--- config.mk ---
export PLATFORM = sky130hd
export DESIGN_NAME = bounded_list_deque_engine_top
export DESIGN_NICKNAME = d
export VERILOG_FILES = /design/src/rtl/bld_pkg.sv /design/src/rtl/bounded_list_deque_engine_top.sv /design/src/rtl/bld_store.sv /design/src/rtl/bld_ctrl.sv
export VERILOG_INCLUDE_DIRS = /design/src /design/src/rtl
export SDC_FILE = /design/constraint.sdc
export NUM_CORES = 2
export LEC_CHECK = 0
export BUFFER_PORTS_ARGS = -buffer_cell sky130_fd_sc_hd__buf_4
export CAP_MARGIN = 20
export CORE_MARGIN = 8
export CORE_UTILIZATION = 45
export DETAILED_ROUTE_END_ITERATION = 16
export PLACE_DENSITY = 0.57
export RECOVER_POWER = 25
export SYNTH_ARGS = -nofsm -noshare
export SYNTH_HDL_FRONTEND = slang
export SYNTH_HIERARCHICAL = 1
export SYNTH_SLANG_ARGS = --single-unit
--- constraint.sdc ---
create_clock -name clk -period 6.2 [get_ports clk]
set_clock_uncertainty 0.15 [all_clocks]
set_input_delay 1.86 -clock clk [delete_from_list [all_inputs] [get_ports clk]]
set_output_delay 1.86 -clock clk [all_outputs]
set_load 0.01 [all_outputs]
--- src/rtl/assert_macros.svh ---
// ----------------------------------------------------------------------------
// assert_macros.svh
// Clocked assertion shorthands used by the top-level RTL file.
// ----------------------------------------------------------------------------
`ifndef ASSERT_MACROS_SVH
`define ASSERT_MACROS_SVH

// Check a property on every rising edge of clk outside reset.
`define ASSERT_CLK(lbl, prop, msg) \
	lbl: assert property (@(posedge clk) disable iff (!arst_n) (prop)) else $error(msg);

// Check that a condition implies a consequence in the same cycle.
`define ASSERT_IMPLY(lbl, ante, cons, msg) \
	`ASSERT_CLK(lbl, (ante) |-> (cons), msg)

// Check that a condition implies a consequence in the next cycle.
`define ASSERT_NEXT(lbl, ante, cons, msg) \
	`ASSERT_CLK(lbl, (ante) |=> (cons), msg)

`endif

--- src/rtl/bld_pkg.sv ---
// ----------------------------------------------------------------------------
// bld_pkg
// Shared widths, command and status codes, and the result record.
// ----------------------------------------------------------------------------
`timescale 1ns / 1ps

package bld_pkg;

	// Default sizing of the list
	localparam int DEF_CAPACITY      = 128;
	localparam int DEF_ELEMENT_WIDTH = 32;

	// Field widths on the stream ports
	localparam int CMD_W      = 3;
	localparam int VALUE_W    = 32;
	localparam int POS_W      = 8;
	localparam int LEN_W      = 8;
	localparam int STATUS_W   = 2;
	localparam int IN_TDATA_W = 40;
	localparam int OUT_TDATA_W = 48;

	// Command codes
	typedef enum logic [CMD_W-1:0] {
		CMD_PUSH_FRONT = 3'd0,
		CMD_PUSH_BACK  = 3'd1,
		CMD_POP_FRONT  = 3'd2,
		CMD_READ       = 3'd3,
		CMD_TAKE       = 3'd4,
		CMD_DROP       = 3'd5
	} cmd_t;

	// Status codes
	typedef enum logic [STATUS_W-1:0] {
		ST_OK    = 2'd0,
		ST_FULL  = 2'd1,
		ST_EMPTY = 2'd2,
		ST_RANGE = 2'd3
	} status_t;

	// Per-command outcome passed from control to the output pipeline
	typedef struct packed {
		logic [LEN_W-1:0] length;
		status_t          status;
		logic             rd_ok;
	} result_t;

endpackage

--- src/rtl/bounded_list_deque_engine_top.sv ---
// ----------------------------------------------------------------------------
// bounded_list_deque_engine_top
// Bounded deque over a circular element memory, driven by a command stream.
// ----------------------------------------------------------------------------
// One command is accepted per clock cycle while s_tready is high and yields
// exactly one result transaction: the command updates the front pointer and
// count and issues its memory read, and for a push its write, in the accept
// cycle; read data and outcome sit in stage s1, and the result waits in the
// output register until taken. s_tready drops only while s1 is full and the
// output register is stalled by m_tready. The element memory is not cleared
// after reset; every live entry has been written by a push before it is read.
`timescale 1ns / 1ps
`include "assert_macros.svh"

module bounded_list_deque_engine_top #(
	parameter int CAPACITY      = bld_pkg::DEF_CAPACITY,
	parameter int ELEMENT_WIDTH = bld_pkg::DEF_ELEMENT_WIDTH
) (
	input  logic                            clk,
	input  logic                            arst_n,
	input  logic                            s_tvalid,
	output logic                            s_tready,
	input  logic [bld_pkg::IN_TDATA_W-1:0]  s_tdata,  // value[31:0], position[39:32]
	input  logic [bld_pkg::CMD_W-1:0]       s_tuser,  // cmd[2:0]
	output logic                            m_tvalid,
	input  logic                            m_tready,
	output logic [bld_pkg::OUT_TDATA_W-1:0] m_tdata   // read_data[31:0], length[39:32],
	                                                  // status[41:40], zero[47:42]
);
	import bld_pkg::*;

	localparam int PW    = $clog2(CAPACITY);
	localparam int PAD_W = OUT_TDATA_W - VALUE_W - LEN_W - STATUS_W;

	logic accept, advance;
	logic we, re;
	logic [PW-1:0] waddr, raddr;
	logic [ELEMENT_WIDTH-1:0] wdata, rdata;
	result_t res, res_s1;
	logic s1_valid_q, out_valid_q;
	logic [OUT_TDATA_W-1:0] out_data_q;
	logic [ELEMENT_WIDTH+VALUE_W-1:0] rd_x;
	logic [VALUE_W-1:0] rd_word;

	// Handshake and stage flow
	assign advance  = s1_valid_q && (!out_valid_q || m_tready);
	assign s_tready = !s1_valid_q || advance;
	assign accept   = s_tvalid && s_tready;

	bld_ctrl #(
		.CAPACITY      (CAPACITY),
		.ELEMENT_WIDTH (ELEMENT_WIDTH)
	) u_ctrl (
		.clk      (clk),
		.arst_n   (arst_n),
		.accept   (accept),
		.cmd      (s_tuser),
		.value    (s_tdata[VALUE_W-1:0]),
		.position (s_tdata[VALUE_W+POS_W-1:VALUE_W]),
		.we       (we),
		.waddr    (waddr),
		.wdata    (wdata),
		.re       (re),
		.raddr    (raddr),
		.res      (res)
	);

	bld_store #(
		.CAPACITY      (CAPACITY),
		.ELEMENT_WIDTH (ELEMENT_WIDTH)
	) u_store (
		.clk   (clk),
		.we    (we),
		.waddr (waddr),
		.wdata (wdata),
		.re    (re),
		.raddr (raddr),
		.rdata (rdata)
	);

	// Stage s1 control: fill on accept, empty on advance
	always_ff @(posedge clk or negedge arst_n) begin
		if (!arst_n) begin
			s1_valid_q <= 1'b0;
		end else if (accept) begin
			s1_valid_q <= 1'b1;
		end else if (advance) begin
			s1_valid_q <= 1'b0;
		end
	end

	// Stage s1 payload, aligned with the memory read
	always_ff @(posedge clk) begin
		if (accept) begin
			res_s1 <= res;
		end
	end

	// Zero the read data unless a read succeeded
	assign rd_x    = {{VALUE_W{1'b0}}, rdata};
	assign rd_word = res_s1.rd_ok ? rd_x[VALUE_W-1:0] : '0;

	// Output register
	always_ff @(posedge clk or negedge arst_n) begin
		if (!arst_n) begin
			out_valid_q <= 1'b0;
		end else if (advance) begin
			out_valid_q <= 1'b1;
		end else if (m_tready) begin
			out_valid_q <= 1'b0;
		end
	end

	always_ff @(posedge clk) begin
		if (advance) begin
			out_data_q <= {{PAD_W{1'b0}}, res_s1.status, res_s1.length, rd_word};
		end
	end

	assign m_tvalid = out_valid_q;
	assign m_tdata  = out_data_q;

	// Assertions
	`ASSERT_NEXT(a_accept_fills_s1, accept, s1_valid_q, "accepted command did not reach s1")
	`ASSERT_IMPLY(a_no_overwrite_s1, s1_valid_q && !advance, !accept,
		"command accepted over a stalled s1 entry")
	`ASSERT_IMPLY(a_rdata_only_ok, m_tvalid && (m_tdata[VALUE_W-1:0] != '0),
		m_tdata[VALUE_W+LEN_W+STATUS_W-1:VALUE_W+LEN_W] == ST_OK,
		"nonzero read data with an error status")

endmodule

--- src/rtl/bld_store.sv ---
// ----------------------------------------------------------------------------
// bld_store
// Element memory: one write port, one read port, registered read data.
// ----------------------------------------------------------------------------
`timescale 1ns / 1ps

module bld_store #(
	parameter int CAPACITY      = bld_pkg::DEF_CAPACITY,
	parameter int ELEMENT_WIDTH = bld_pkg::DEF_ELEMENT_WIDTH
) (
	input  logic                        clk,
	input  logic                        we,
	input  logic [$clog2(CAPACITY)-1:0] waddr,
	input  logic [ELEMENT_WIDTH-1:0]    wdata,
	input  logic                        re,
	input  logic [$clog2(CAPACITY)-1:0] raddr,
	output logic [ELEMENT_WIDTH-1:0]    rdata
);
	import bld_pkg::*;

	logic [ELEMENT_WIDTH-1:0] mem [CAPACITY];
	logic [ELEMENT_WIDTH-1:0] rdata_q;

	// Write the element on a push
	always_ff @(posedge clk) begin
		if (we) begin
			mem[waddr] <= wdata;
		end
	end

	// Read and hold until the next read
	always_ff @(posedge clk) begin
		if (re) begin
			rdata_q <= mem[raddr];
		end
	end

	assign rdata = rdata_q;

endmodule

--- src/rtl/bld_ctrl.sv ---
// ----------------------------------------------------------------------------
// bld_ctrl
// Front pointer and count, command decode, and memory access generation.
// ----------------------------------------------------------------------------
`timescale 1ns / 1ps

module bld_ctrl #(
	parameter int CAPACITY      = bld_pkg::DEF_CAPACITY,
	parameter int ELEMENT_WIDTH = bld_pkg::DEF_ELEMENT_WIDTH
) (
	input  logic                        clk,
	input  logic                        arst_n,
	input  logic                        accept,
	input  logic [bld_pkg::CMD_W-1:0]   cmd,
	input  logic [bld_pkg::VALUE_W-1:0] value,
	input  logic [bld_pkg::POS_W-1:0]   position,
	output logic                        we,
	output logic [$clog2(CAPACITY)-1:0] waddr,
	output logic [ELEMENT_WIDTH-1:0]    wdata,
	output logic                        re,
	output logic [$clog2(CAPACITY)-1:0] raddr,
	output bld_pkg::result_t            res
);
	import bld_pkg::*;

	localparam int PW = $clog2(CAPACITY);
	localparam int CW = $clog2(CAPACITY + 1);
	localparam int SW = CW + POS_W;

	logic [PW-1:0] front_q, front_nx, front_dec, front_inc, slot;
	logic [CW-1:0] count_q, count_nx;
	logic [SW-1:0] count_x, pos_x, front_x, cap_x, offset_x, sum_x, slot_x, cnx_x;
	logic [ELEMENT_WIDTH+VALUE_W-1:0] val_x;
	logic full, empty, we_c;
	status_t status_c;
	logic rd_ok_c;

	// Widen operands for compares and slot arithmetic
	assign count_x = SW'(count_q);
	assign pos_x   = SW'(position);
	assign front_x = SW'(front_q);
	assign cap_x   = SW'(CAPACITY);
	assign full    = (count_x >= cap_x);
	assign empty   = (count_q == '0);

	// Slot at head plus offset, wrapped once
	assign offset_x = (cmd_t'(cmd) == CMD_PUSH_BACK) ? count_x : pos_x;
	assign sum_x    = front_x + offset_x;
	assign slot_x   = (sum_x >= cap_x) ? (sum_x - cap_x) : sum_x;
	assign slot     = slot_x[PW-1:0];

	// Neighbor slots of the head
	assign front_dec = (front_q == '0) ? PW'(CAPACITY - 1) : (front_q - 1'b1);
	assign front_inc = (front_q == PW'(CAPACITY - 1)) ? '0 : (front_q + 1'b1);

	// Keep the low element bits of the pushed value
	assign val_x = {{ELEMENT_WIDTH{1'b0}}, value};
	assign wdata = val_x[ELEMENT_WIDTH-1:0];

	// Decode the command
	always_comb begin
		front_nx = front_q;
		count_nx = count_q;
		status_c = ST_OK;
		rd_ok_c  = 1'b0;
		we_c     = 1'b0;
		waddr    = slot;
		unique case (cmd_t'(cmd))
			CMD_PUSH_FRONT: begin
				if (full) begin
					status_c = ST_FULL;
				end else begin
					front_nx = front_dec;
					waddr    = front_dec;
					we_c     = 1'b1;
					count_nx = count_q + 1'b1;
				end
			end
			CMD_PUSH_BACK: begin
				if (full) begin
					status_c = ST_FULL;
				end else begin
					we_c     = 1'b1;
					count_nx = count_q + 1'b1;
				end
			end
			CMD_POP_FRONT: begin
				if (empty) begin
					status_c = ST_EMPTY;
				end else begin
					front_nx = front_inc;
					count_nx = count_q - 1'b1;
				end
			end
			CMD_READ: begin
				if (pos_x >= count_x) begin
					status_c = ST_RANGE;
				end else begin
					rd_ok_c = 1'b1;
				end
			end
			CMD_TAKE: begin
				if (pos_x < count_x) begin
					count_nx = pos_x[CW-1:0];
				end
			end
			CMD_DROP: begin
				if (pos_x > count_x) begin
					status_c = ST_RANGE;
				end else begin
					front_nx = slot;
					count_nx = count_q - pos_x[CW-1:0];
				end
			end
			default: begin
			end
		endcase
	end

	// Advance pointer and count on each accepted transaction
	always_ff @(posedge clk or negedge arst_n) begin
		if (!arst_n) begin
			front_q <= '0;
			count_q <= '0;
		end else if (accept) begin
			front_q <= front_nx;
			count_q <= count_nx;
		end
	end

	// Drive memory and result
	assign we         = accept && we_c;
	assign re         = accept;
	assign raddr      = slot;
	assign cnx_x      = SW'(count_nx);
	assign res.length = cnx_x[LEN_W-1:0];
	assign res.status = status_c;
	assign res.rd_ok  = rd_ok_c;

endmodule
==> summary.txt <==
Timing
  • Worst hold slack: 0.267 ns
  • Final WS setup: 0.323 ns
  • Setup TNS: 0 ns
  • Final hold violations: 0
  • Max_slew headroom: -2.19
  • Max-slew violations: 2299
  • Final setup viols: 0
  • Crit path time final: 5.88 ns
  • Final cycle utilization of the critical path: 0.948
  • RSZ-0062 raised after global routing: false
  • Max frequency: 170 MHz
  • Worst Tran Pin Value: 4.78 ns

Place
  • HPWL after DPL: between 200000 and 300000 um
  • Placed cell count: between 10000 and 15000
  • Pre-CTS setup slack: -0.533 ns
  • Placer's final routability congestion estimate: roughly 0.82
  • Post-Place Cell Area: 178000 sq um
  • IO buf count: 90

Clock tree
  • Clock sinks: between 4000 and 5000
  • TritonCTS clock tree: done
  • TritonCTS buffer count: ~420
  • Max H-tree Level: 5
  • Maximum clock path buffer count: 4
  • Clk_lat worst skew: 0.98 ns
  • Hold-fix buffers, CTS: 0
  • Clock Tree Root: clkbuf_16
  • Clock transition at path regs: 0.06 ns
  • Postcts setup bufs: 0
  • PostCTS Resize Cnt: 0

Min path
  • Hold Path Class: flop to flop

Global routing
  • Initial antenna violation count: 80
  • Gr ovfl total: 0
  • Vias in the first global route: between 70000 and 80000
  • Largest net degree at the start of global routing: around 130
  • Gr usage total: 0.237
  • First-pass GRT wire length: 627000 um

Logic synthesis
  • Area leader, netlist: edfxtp_1
  • FF+latch count, synth: about 4200
  • Top cells by area, synth: edfxtp_1 78%, mux4_2 19%, clkbuf_1 0.45%
  • Mapped Area: between 150000 and 200000 sq um
  • Cell variety after synth: 85
  • Post-synth top flop: edfxtp_1
  • Cell count after synthesis: between 6000 and 7000
  • Most frequent cell after synthesis: edfxtp_1
  • Sequential share of the synthesized area: 0.780
  • Synth async-reset ratio: 0.00405
  • Most frequent cells after synthesis: 4181 x edfxtp_1, 1344 x mux4_2, 195 x clkbuf_1, 154 x nor2_1, 85 x buf_2
  • Yosys warnings: 6
  • Syn_area_per_cell: roughly 25 sq um
  • Post-synth EDFFs: around 4200
  • Synth top area share: 0.777

Die
  • Core box area: 358000 sq um
  • Die Width: 615 um
  • Initial Util: 0.451
  • Die area: between 300000 and 400000 sq um
  • Site Rows: between 200 and 250
  • Die Span Y: 615 um
  • I/O pins: 97

Setup path
  • Critical path buffers and inverters: 3
  • Worst r2r path cells: 12
  • Critical Path Start Type: input port
  • Cell family with most CP delay: buffers and inverters
  • CP max FO: 72
  • Reg2Reg Launch Point: u_ctrl/front_q[0]
  • Crit-path cells: clkbuf_1 -> clkbuf_1 -> buf_4
  • R2R setup slack: between 1 and 1.5 ns
  • Critical path origin: s_tdata[25]
  • Crit path top cell by count: clkbuf_1
  • Crit path kind: input port to flop
  • Critical Path Slowest Stage Cell: clkbuf_1
  • Crit path DAT: 6.46 ns
  • Worst r2r dst: u_store/rdata[2]
  • Max incr delay on CP: 2.84 ns
  • Crit path capture type: flop
  • Worst EP required: 6.78 ns
  • Setup crit end: u_store/mem[90][25]
  • WP depth: 3

Detailed routing
  • Routed wire per std cell: 36.2 um
  • Routed Antenna Nets: 0
  • # DRC: 0
  • Iteration-0 DRC Markers: 10500
  • Number of vias per cell: 6.17
  • Iteration count of the initial detailed-routing pass: 5
  • Detailed Route WL: 455000 um
  • Via count: 77400

Finish
  • Fill cells: 26700
  • Reg area: 126000 sq um
  • Final instance area: 191000 sq um
  • Area of the multi-input gates: between 30000 and 40000 sq um
  • Fin cells: around 13000
  • Share of cells above drive strength 1: 0.379
  • Final core occ: 0.533
  • Synth-to-Final Area Change: 18.2%
  • Layout Nets: 7426

Power and ir drop
  • Switching Share: 0.344
  • Peak supply drop: 519 uV
  • Net Switching: 34.3 mW
  • Sequential power share: 0.324
  • Total Power: around 100 mW
  • Leakage: 59.6 nW
  • P_int: 65.4 mW
  • Logic pwr share: 0.425
  • Clk pwr share: 0.251
  • Power Density: ~520 nW/um^2

Outcome
  • Status: finished, violations left
  • Failing checks: capacitance limit, slew limit

Run
  • Max Cap Viol: 33
-- worst register-to-register path: stages, from the launching register on --
cell and delay [ns]:
dfrtp_1 0.65, ha_4 0.23, inv_1 0.05, fa_1 0.43, xnor2_2 0.22, buf_4 0.27
buf_12 0.22, buf_12 0.23, buf_12 0.25, mux4_2 0.35, mux4_2 0.56, mux4_2 0.73
mux2_2 0.35
-- registers in the layout (all words and copies together), names as in the netlist --
name            count
s1_valid_q          1
u_store/mem      4096
u_ctrl/front_q      7
m_tdata            42
res_s1             11
u_ctrl/count_q      8
m_tvalid            1
u_store/rdata      32
-- power groups by stage --
stage | Combinational [mW] | Sequential [mW] | Clock, mW
final | 42.4 | 32.3 | 25.0
after global routing | 43.8 | 32.3 | 26.4
after CTS | 42.6 | 32.3 | 25.4
after detailed placement | 42.4 | 32.9 | 0
after global placement | 42.3 | 32.9 | 0
after floorplan | 23.5 | 32.5 | 0
-- logic make-up after synthesis --
| logic type | Yosys count | share of synthesized area |
|---|---|---|
| compound gates | 122 | 0.00540 |
| buf+inv | 401 | 0.0111 |
| simple gates | 346 | 0.0108 |
| fa+ha+maj | 23 | 0.00187 |
| flops | 4198 | 0.780 |
| other cells | 1 | 0.0000232 |
| mux | 1384 | 0.190 |
| xor+xnor | 13 | 0.000705 |
-- per-layer routing --
metal | global-route usage | share of wire | vias up
li1 | - | - | 30100
met1 | 0.343 | 0.41 | 42900
met2 | 0.369 | 0.47 | 3722
met3 | 0.0524 | 0.097 | 579
met4 | 0.0579 | 0.025 | 30
met5 | 0 | 0.00042 | -
-- area by class of cell --
cell class | count | share of cell area
Tap cell | 4773 | 0.0313
Multi-Input combinational cell | 1894 | 0.183
Antenna cell | 63 | 0.000826
Clock buffer | 504 | 0.0573
Inverter | 21 | 0.000465
Sequential cell | 4198 | 0.660
Timing Repair Buffer | 817 | 0.0548
Clock inverter | 270 | 0.0129
-- worst min-delay path by stage --
stage | end | start | cells after the start
2_1_floorplan | m_tdata[32] | res_s1[3] | 0
3_3_place_gp | m_tdata[40] | res_s1[1] | 0
3_5_place_dp | m_tdata[41] | res_s1[2] | 0
4_1_cts | m_tdata[34] | res_s1[5] | 0
5_1_grt | m_tdata[41] | res_s1[2] | 0
6_report | m_tdata[34] | res_s1[5] | 0
-- cell usage in the layout (no fill, tap or decap), types with 13 or more instances in the layout --
cell type   Yosys  final
a21oi_1        18     17
and2_2         32     22
buf_12          0    356
buf_4          45    420
bufinv_16       0     38
clkbuf_1      195    116
clkbuf_16       0    425
clkinv_1        0    115
clkinv_2        0     73
clkinvlp_4      0     15
dfrtp_1        17     17
diode_2         0     63
edfxtp_1     4181   4181
ha_1           21     20
inv_1          21     19
inv_6           0     13
mux2_2         34     34
mux4_2       1344   1344
nand2_1        50     47
nand2b_1       14     14
nand3_1        20     15
nor2_1        154     35
nor2_4          1    120
nor2b_1        14     14
o21ai_0        24     24
No activity file was read; power rests on OpenSTA's default activity.
